**config.mk**
```make
export PLATFORM = sky130hd
export DESIGN_NAME = pbsl_ctrl
export DESIGN_NICKNAME = d
export VERILOG_FILES = /design/src/hdl/pbsl_pkg.sv /design/src/hdl/pbsl_ctrl.sv
export SDC_FILE = /design/constraint.sdc
export NUM_CORES = 1
export LEC_CHECK = 0
export BUFFER_PORTS_ARGS = -buffer_cell sky130_fd_sc_hd__buf_2
export CORE_MARGIN = 2
export CORE_UTILIZATION = 40
export CTS_CLUSTER_SIZE = 30
export DETAILED_ROUTE_END_ITERATION = 16
export PLACE_DENSITY = 0.65
export SKIP_CTS_REPAIR_TIMING = 1
export SLEW_MARGIN = 25
export SYNTH_ARGS = -nofsm -noshare
export SYNTH_HDL_FRONTEND = slang
export SYNTH_SLANG_ARGS = --single-unit
```
**constraint.sdc**
```tcl
create_clock -name clock -period 1.75 [get_ports clock]
set_input_delay 0.175 -clock clock [delete_from_list [all_inputs] [get_ports clock]]
set_output_delay 0.175 -clock clock [all_outputs]
set_load 0.005 [all_outputs]
```
**src/hdl/pbsl_pkg.sv**
```systemverilog
`timescale 1ns / 1ps

package pbsl_pkg;

   localparam int PT_W     = 16;
   localparam int ANG_PT_W = 15;
   localparam int CELL_W   = 14;
   localparam int CELL_MAX = 16383;
   localparam int DX_W     = 16;
   localparam int MAG_W    = 32;
   localparam int PROD_W   = DX_W + MAG_W;
   localparam int VAL_W    = PROD_W + 1;
   localparam int DEN_W    = 16;
   localparam int CNT_W    = 6;
   localparam int CSR_W    = 7;

   typedef enum logic [1:0] {
      OP_ANGLE_PT = 2'd0,
      OP_SPEED_PT = 2'd1,
      OP_CELL     = 2'd2,
      OP_QUERY    = 2'd3
   } opcode_type;

   typedef enum logic [1:0] {
      CSR_ANGLE_COUNT = 2'd0,
      CSR_SPEED_COUNT = 2'd1,
      CSR_TABLE_READY = 2'd2
   } csr_index_type;

   typedef enum logic [4:0] {
      S_IDLE, S_A_FIRST, S_A_LAST, S_A_CLAMP, S_A_READ, S_A_CMP,
      S_S_FIRST, S_S_LAST, S_S_CLAMP, S_S_READ, S_S_CMP,
      S_G_A, S_G_B, S_G_C, S_G_D, S_G_E,
      S_INF_GO, S_INF_WAIT, S_SUP_GO, S_SUP_WAIT, S_PICK,
      S_RES_GO, S_RES_WAIT, S_FINISH, S_DONE
   } ctrl_state_type;

   typedef enum logic [4:0] {
      CMD_NONE, CMD_RD_FIRST, CMD_RD_LAST, CMD_CLAMP, CMD_RD_PT, CMD_CMP,
      CMD_G_A, CMD_G_B, CMD_G_C, CMD_G_D, CMD_G_E,
      CMD_INF_GO, CMD_INF_WAIT, CMD_SUP_GO, CMD_SUP_WAIT, CMD_PICK,
      CMD_RES_GO, CMD_RES_WAIT, CMD_FINISH
   } cmd_op_type;

   typedef enum logic [1:0] {
      L_IDLE, L_MUL, L_DIV, L_DONE
   } lerp_state_type;

   typedef struct packed {
      logic       accept;
      logic       speed_axis;
      cmd_op_type op;
   } cmd_type;

   typedef struct packed {
      logic query;
      logic enabled;
      logic found;
      logic i_same;
      logic res_skip;
      logic lerp_done;
   } status_type;

   function automatic logic [CELL_W-1:0] sat_cell(input logic [ANG_PT_W-1:0] v);
      logic [CELL_W-1:0] r;
      if (32'(v) > CELL_MAX) r = CELL_W'(CELL_MAX);
      else r = v[CELL_W-1:0];
      return r;
   endfunction

endpackage

```
**src/hdl/pbsl_ctrl.sv**
```systemverilog
`timescale 1ns / 1ps

module pbsl_ctrl (
   input  logic                 clock,
   input  logic                 reset,
   input  logic                 start,
   input  pbsl_pkg::status_type status,
   output pbsl_pkg::cmd_type    cmd,
   output logic                 busy,
   output logic                 rsp_valid
);

   pbsl_pkg::ctrl_state_type state_ff, state_in;

   always_comb begin
      state_in = state_ff;
      case (state_ff)
         pbsl_pkg::S_IDLE: begin
            if (start && status.query) begin
               state_in = status.enabled ? pbsl_pkg::S_A_FIRST : pbsl_pkg::S_DONE;
            end
         end
         pbsl_pkg::S_A_FIRST:  state_in = pbsl_pkg::S_A_LAST;
         pbsl_pkg::S_A_LAST:   state_in = pbsl_pkg::S_A_CLAMP;
         pbsl_pkg::S_A_CLAMP:  state_in = pbsl_pkg::S_A_READ;
         pbsl_pkg::S_A_READ:   state_in = pbsl_pkg::S_A_CMP;
         pbsl_pkg::S_A_CMP:    state_in = status.found ? pbsl_pkg::S_S_FIRST : pbsl_pkg::S_A_READ;
         pbsl_pkg::S_S_FIRST:  state_in = pbsl_pkg::S_S_LAST;
         pbsl_pkg::S_S_LAST:   state_in = pbsl_pkg::S_S_CLAMP;
         pbsl_pkg::S_S_CLAMP:  state_in = pbsl_pkg::S_S_READ;
         pbsl_pkg::S_S_READ:   state_in = pbsl_pkg::S_S_CMP;
         pbsl_pkg::S_S_CMP:    state_in = status.found ? pbsl_pkg::S_G_A : pbsl_pkg::S_S_READ;
         pbsl_pkg::S_G_A:      state_in = pbsl_pkg::S_G_B;
         pbsl_pkg::S_G_B:      state_in = pbsl_pkg::S_G_C;
         pbsl_pkg::S_G_C:      state_in = pbsl_pkg::S_G_D;
         pbsl_pkg::S_G_D:      state_in = pbsl_pkg::S_G_E;
         pbsl_pkg::S_G_E:      state_in = status.i_same ? pbsl_pkg::S_PICK : pbsl_pkg::S_INF_GO;
         pbsl_pkg::S_INF_GO:   state_in = pbsl_pkg::S_INF_WAIT;
         pbsl_pkg::S_INF_WAIT: if (status.lerp_done) state_in = pbsl_pkg::S_SUP_GO;
         pbsl_pkg::S_SUP_GO:   state_in = pbsl_pkg::S_SUP_WAIT;
         pbsl_pkg::S_SUP_WAIT: if (status.lerp_done) state_in = pbsl_pkg::S_PICK;
         pbsl_pkg::S_PICK:     state_in = status.res_skip ? pbsl_pkg::S_FINISH : pbsl_pkg::S_RES_GO;
         pbsl_pkg::S_RES_GO:   state_in = pbsl_pkg::S_RES_WAIT;
         pbsl_pkg::S_RES_WAIT: if (status.lerp_done) state_in = pbsl_pkg::S_FINISH;
         pbsl_pkg::S_FINISH:   state_in = pbsl_pkg::S_DONE;
         pbsl_pkg::S_DONE:     state_in = pbsl_pkg::S_IDLE;
         default:              state_in = pbsl_pkg::S_IDLE;
      endcase
   end

   always_comb begin
      cmd.accept     = (state_ff == pbsl_pkg::S_IDLE) && start;
      cmd.speed_axis = 1'b0;
      cmd.op         = pbsl_pkg::CMD_NONE;
      case (state_ff)
         pbsl_pkg::S_A_FIRST:  cmd.op = pbsl_pkg::CMD_RD_FIRST;
         pbsl_pkg::S_A_LAST:   cmd.op = pbsl_pkg::CMD_RD_LAST;
         pbsl_pkg::S_A_CLAMP:  cmd.op = pbsl_pkg::CMD_CLAMP;
         pbsl_pkg::S_A_READ:   cmd.op = pbsl_pkg::CMD_RD_PT;
         pbsl_pkg::S_A_CMP:    cmd.op = pbsl_pkg::CMD_CMP;
         pbsl_pkg::S_S_FIRST: begin
            cmd.op         = pbsl_pkg::CMD_RD_FIRST;
            cmd.speed_axis = 1'b1;
         end
         pbsl_pkg::S_S_LAST: begin
            cmd.op         = pbsl_pkg::CMD_RD_LAST;
            cmd.speed_axis = 1'b1;
         end
         pbsl_pkg::S_S_CLAMP: begin
            cmd.op         = pbsl_pkg::CMD_CLAMP;
            cmd.speed_axis = 1'b1;
         end
         pbsl_pkg::S_S_READ: begin
            cmd.op         = pbsl_pkg::CMD_RD_PT;
            cmd.speed_axis = 1'b1;
         end
         pbsl_pkg::S_S_CMP: begin
            cmd.op         = pbsl_pkg::CMD_CMP;
            cmd.speed_axis = 1'b1;
         end
         pbsl_pkg::S_G_A:      cmd.op = pbsl_pkg::CMD_G_A;
         pbsl_pkg::S_G_B:      cmd.op = pbsl_pkg::CMD_G_B;
         pbsl_pkg::S_G_C:      cmd.op = pbsl_pkg::CMD_G_C;
         pbsl_pkg::S_G_D:      cmd.op = pbsl_pkg::CMD_G_D;
         pbsl_pkg::S_G_E:      cmd.op = pbsl_pkg::CMD_G_E;
         pbsl_pkg::S_INF_GO:   cmd.op = pbsl_pkg::CMD_INF_GO;
         pbsl_pkg::S_INF_WAIT: cmd.op = pbsl_pkg::CMD_INF_WAIT;
         pbsl_pkg::S_SUP_GO:   cmd.op = pbsl_pkg::CMD_SUP_GO;
         pbsl_pkg::S_SUP_WAIT: cmd.op = pbsl_pkg::CMD_SUP_WAIT;
         pbsl_pkg::S_PICK:     cmd.op = pbsl_pkg::CMD_PICK;
         pbsl_pkg::S_RES_GO:   cmd.op = pbsl_pkg::CMD_RES_GO;
         pbsl_pkg::S_RES_WAIT: cmd.op = pbsl_pkg::CMD_RES_WAIT;
         pbsl_pkg::S_FINISH:   cmd.op = pbsl_pkg::CMD_FINISH;
         default:              cmd.op = pbsl_pkg::CMD_NONE;
      endcase
   end

   always_ff @(posedge clock) begin
      if (reset) begin
         state_ff <= pbsl_pkg::S_IDLE;
      end else begin
         state_ff <= state_in;
      end
   end

   assign busy      = (state_ff != pbsl_pkg::S_IDLE);
   assign rsp_valid = (state_ff == pbsl_pkg::S_DONE);

endmodule

```
==> qor.csv <==
stage,metric,value,unit
floorplan,fp.dieArea,0.001738,mm^2
cts,cts_made_buffers,3,
sta,fin_crit,1628,ps
sta,period_share,93.05,%
synthesis,synth.avg_cell_area,7.013,um^2
layout,fin_util,52.23,%
floorplan,die_w,41.69,um
detailed_routing,drt_iter0_markers,11,
detailed_routing,vias,645,
power,peakVddDrop,0.6844,mV
sta,fin_skew,1.399,ps
sta,setup_viol,0,
detailed_routing,wl_per_cell,12.30,um
grt,antenna_found_initial,0,
floorplan,ios,18,
floorplan,initial_core_util,43.11,%
power,p_leak,0.3025,nW
floorplan,rows,13,
worst_setup_path,cp-start-kind,flip-flop,
sta,relSlewSlack,70.61,%
layout,syn_to_final_growth,21.15,%
cts,clkTransAtPathRegs,40,ps
worst_setup_path,worstPathRequired,1570,ps
grt,grt_max_degree,16,
cts,clock_path_buffers,2,
cts,cts_tree,done,
outcome,outcome,finished clean,
detailed_routing,drtAntennaViolNets,0,
worst_hold_path,hold_path.class,primary input to flip-flop,
synthesis,synth-simple-area-share,27.09,%
synthesis,synth_xor_area_share,0,%
detailed_routing,drc_errors,0,
synthesis,netlist_instances,81,
synthesis,syn_area,568.0,um^2
layout,multiInputGateArea,402.9,um^2
cts,htreeDepth,1,
place,hpwl,1.087,mm
grt,grt_use_total,17.36,%
synthesis,synth_top_family_by_area,compound AO/OA/AOI/OAI gates,
flow_run,maxCapViolCount,0,
power,powerDensity,1438,mW/mm^2
cts,clkSinkCount,5,
place,port_buffers,17,
detailed_routing,first_pass_iters,4,
sta,rsz0062_at_grt,false,
synthesis,synth_warnings,0,
worst_setup_path,cp_max_fo,13,
cts,clk_latency,240,ps
synthesis,ys_async_sr_fraction,0,%
synthesis,synth_edf_count,0,
detailed_routing,viasPerCell,5.658,
layout,fin_nets,109,
sta,max_freq,0.6141,GHz
synthesis,synth_flop_cell,dfxtp_1,
sta,fin_setup_tns,0,ps
sta,hold_viol,0,
layout,seq_area,102.6,um^2
worst_setup_path,cp.arrival,1450,ps
detailed_routing,routed_wirelength,1.402,mm
grt,grt_pass1_vias,558,
sta,slew_violations,0,
layout,drive_gt1_share,33.33,%
floorplan,fp.dieH,41.69,um
layout,top_register,state_ff,
worst_setup_path,crit_type,flip-flop to primary output,
layout,fill_cells,131,
cts,clockRootBuffer,clkbuf_4,
synthesis,ys_types,35,
grt,grt_first_pass_wirelength,2.366,mm
synthesis,synthAdderAreaFrac,0,%
worst_setup_path,cp-end-kind,primary output,
synthesis,synthMuxAreaShare,3.524,%
layout,top_regs,state_ff: 5 flops,
place,gp_congestion,0.8279,
synthesis,synthesis.nets,90,
layout,n_antenna_cell,0,
sta,worst_pin_slew,440.3,ps
synthesis,ys_seq_area_share,17.62,%
synthesis,synth_compound_area_share,40.31,%
layout,largest_reg_flops,5,
floorplan,core_area,0.001318,mm^2
synthesis,synth-seq-cells,5,
grt,overflow,0,
==> final timing paths <==
check	start	cells past startpoint	to	slack, ps
setup / recovery	state_ff[0]	4	cmd[0]	120
hold / removal	reset	3	state_ff[0]	250
hold reg to reg	state_ff[3]	2	state_ff[4]	680
setup reg to reg	state_ff[0]	4	state_ff[2]	220
==> routing by layer <==
layer	global-route usage (%)	share of wire, %	up-vias
met5	0	0	-
li1	-	-	335
met4	9.032	0.86	0
met2	27.81	49	24
met1	21.75	46	284
met3	3.478	4.7	2
==> cell usage in the layout (no fill, tap or decap) <==
master,instances
a211o_1,1
a21o_1,2
a21oi_1,12
a2bb2oi_1,1
a31oi_1,2
a32oi_1,1
and2_1,2
and3_1,2
buf_2,17
buf_4,6
clkbuf_1,1
clkbuf_4,3
dfxtp_1,3
dfxtp_2,2
inv_1,2
mux2i_1,2
nand2_1,6
nand2b_1,3
nand2b_4,1
nand3_1,1
nor2_1,6
nor3_1,2
nor3_2,1
nor3b_1,1
o211ai_1,1
o21a_1,1
o21ai_0,5
o21ba_2,1
o21bai_1,1
o221ai_1,1
o22ai_1,3
o31ai_2,1
o32ai_1,2
or2_0,1
or2_2,1
or3_1,1
==> critical path, stage by stage, from the launching register on <==
cell     delay [ps]
dfxtp_1         580
buf_4           230
mux2i_1         180
o32ai_1          90
buf_2           130
==> cell usage after synthesis, types with 2 or more instances <==
cell       n  share of area (%)
buf_4      3                4.0
dfxtp_1    5                 18
o32ai_1    2                3.1
o21ai_0    5                4.4
and2_1     2                2.2
nand2_1    6                4.0
nand2b_1   3                3.3
a31oi_1    2                2.2
a21o_1     2                2.6
mux2i_1    2                3.5
buf_2      4                3.5
inv_1      2                1.3
nor3_1     2                1.8
a21oi_1   12                 11
o22ai_1    3                3.3
and3_1     2                2.2
nor2_1     6                4.0
==> per-stage QoR <==
step / instances / cell area [um^2] / hold slack [ps] / setup WS (ps) / total power [W]
6_report: 114 / 688.2 / 246.9 / 121.6 / 0.0009898
5_1_grt: 114 / 688.2 / 260.8 / 11.73 / 0.001094
4_1_cts: 114 / 685.7 / 247.5 / 54.64 / 0.0009939
3_5_place_dp: 110 / 659.4 / 496.9 / 174.5 / 0.0008594
3_3_place_gp: 110 / 659.4 / 501.0 / 238.1 / 0.0008488
2_1_floorplan: 81 / 568.0 / 372.8 / 493.7 / 0.0006760
==> cell families after synthesis <==
kind of cell	Yosys count
AND/OR/NAND/NOR	28
flip-flops	5
buffers and inverters	11
multiplexers	2
AO/OA/AOI/OAI	35
==> report_power, final <==
group          total (W)  switching [W]  leakage (nW)  internal (W)
clock network   0.000132      0.0000457        0.0150     0.0000861
registers       0.000230      0.0000791        0.0416      0.000151
logic           0.000628       0.000316         0.246      0.000312
total           0.000990       0.000441         0.302      0.000548
==> layout make-up <==
cell class / instances / share of cell area [%]
inverter: 2 / 1.091
tap: 15 / 2.727
clock buffer: 4 / 3.818
timing repair buffer: 23 / 18.91
multi-input combinational: 65 / 58.55
sequential: 5 / 14.91
Note: power is estimated with default switching activity, not from simulation.
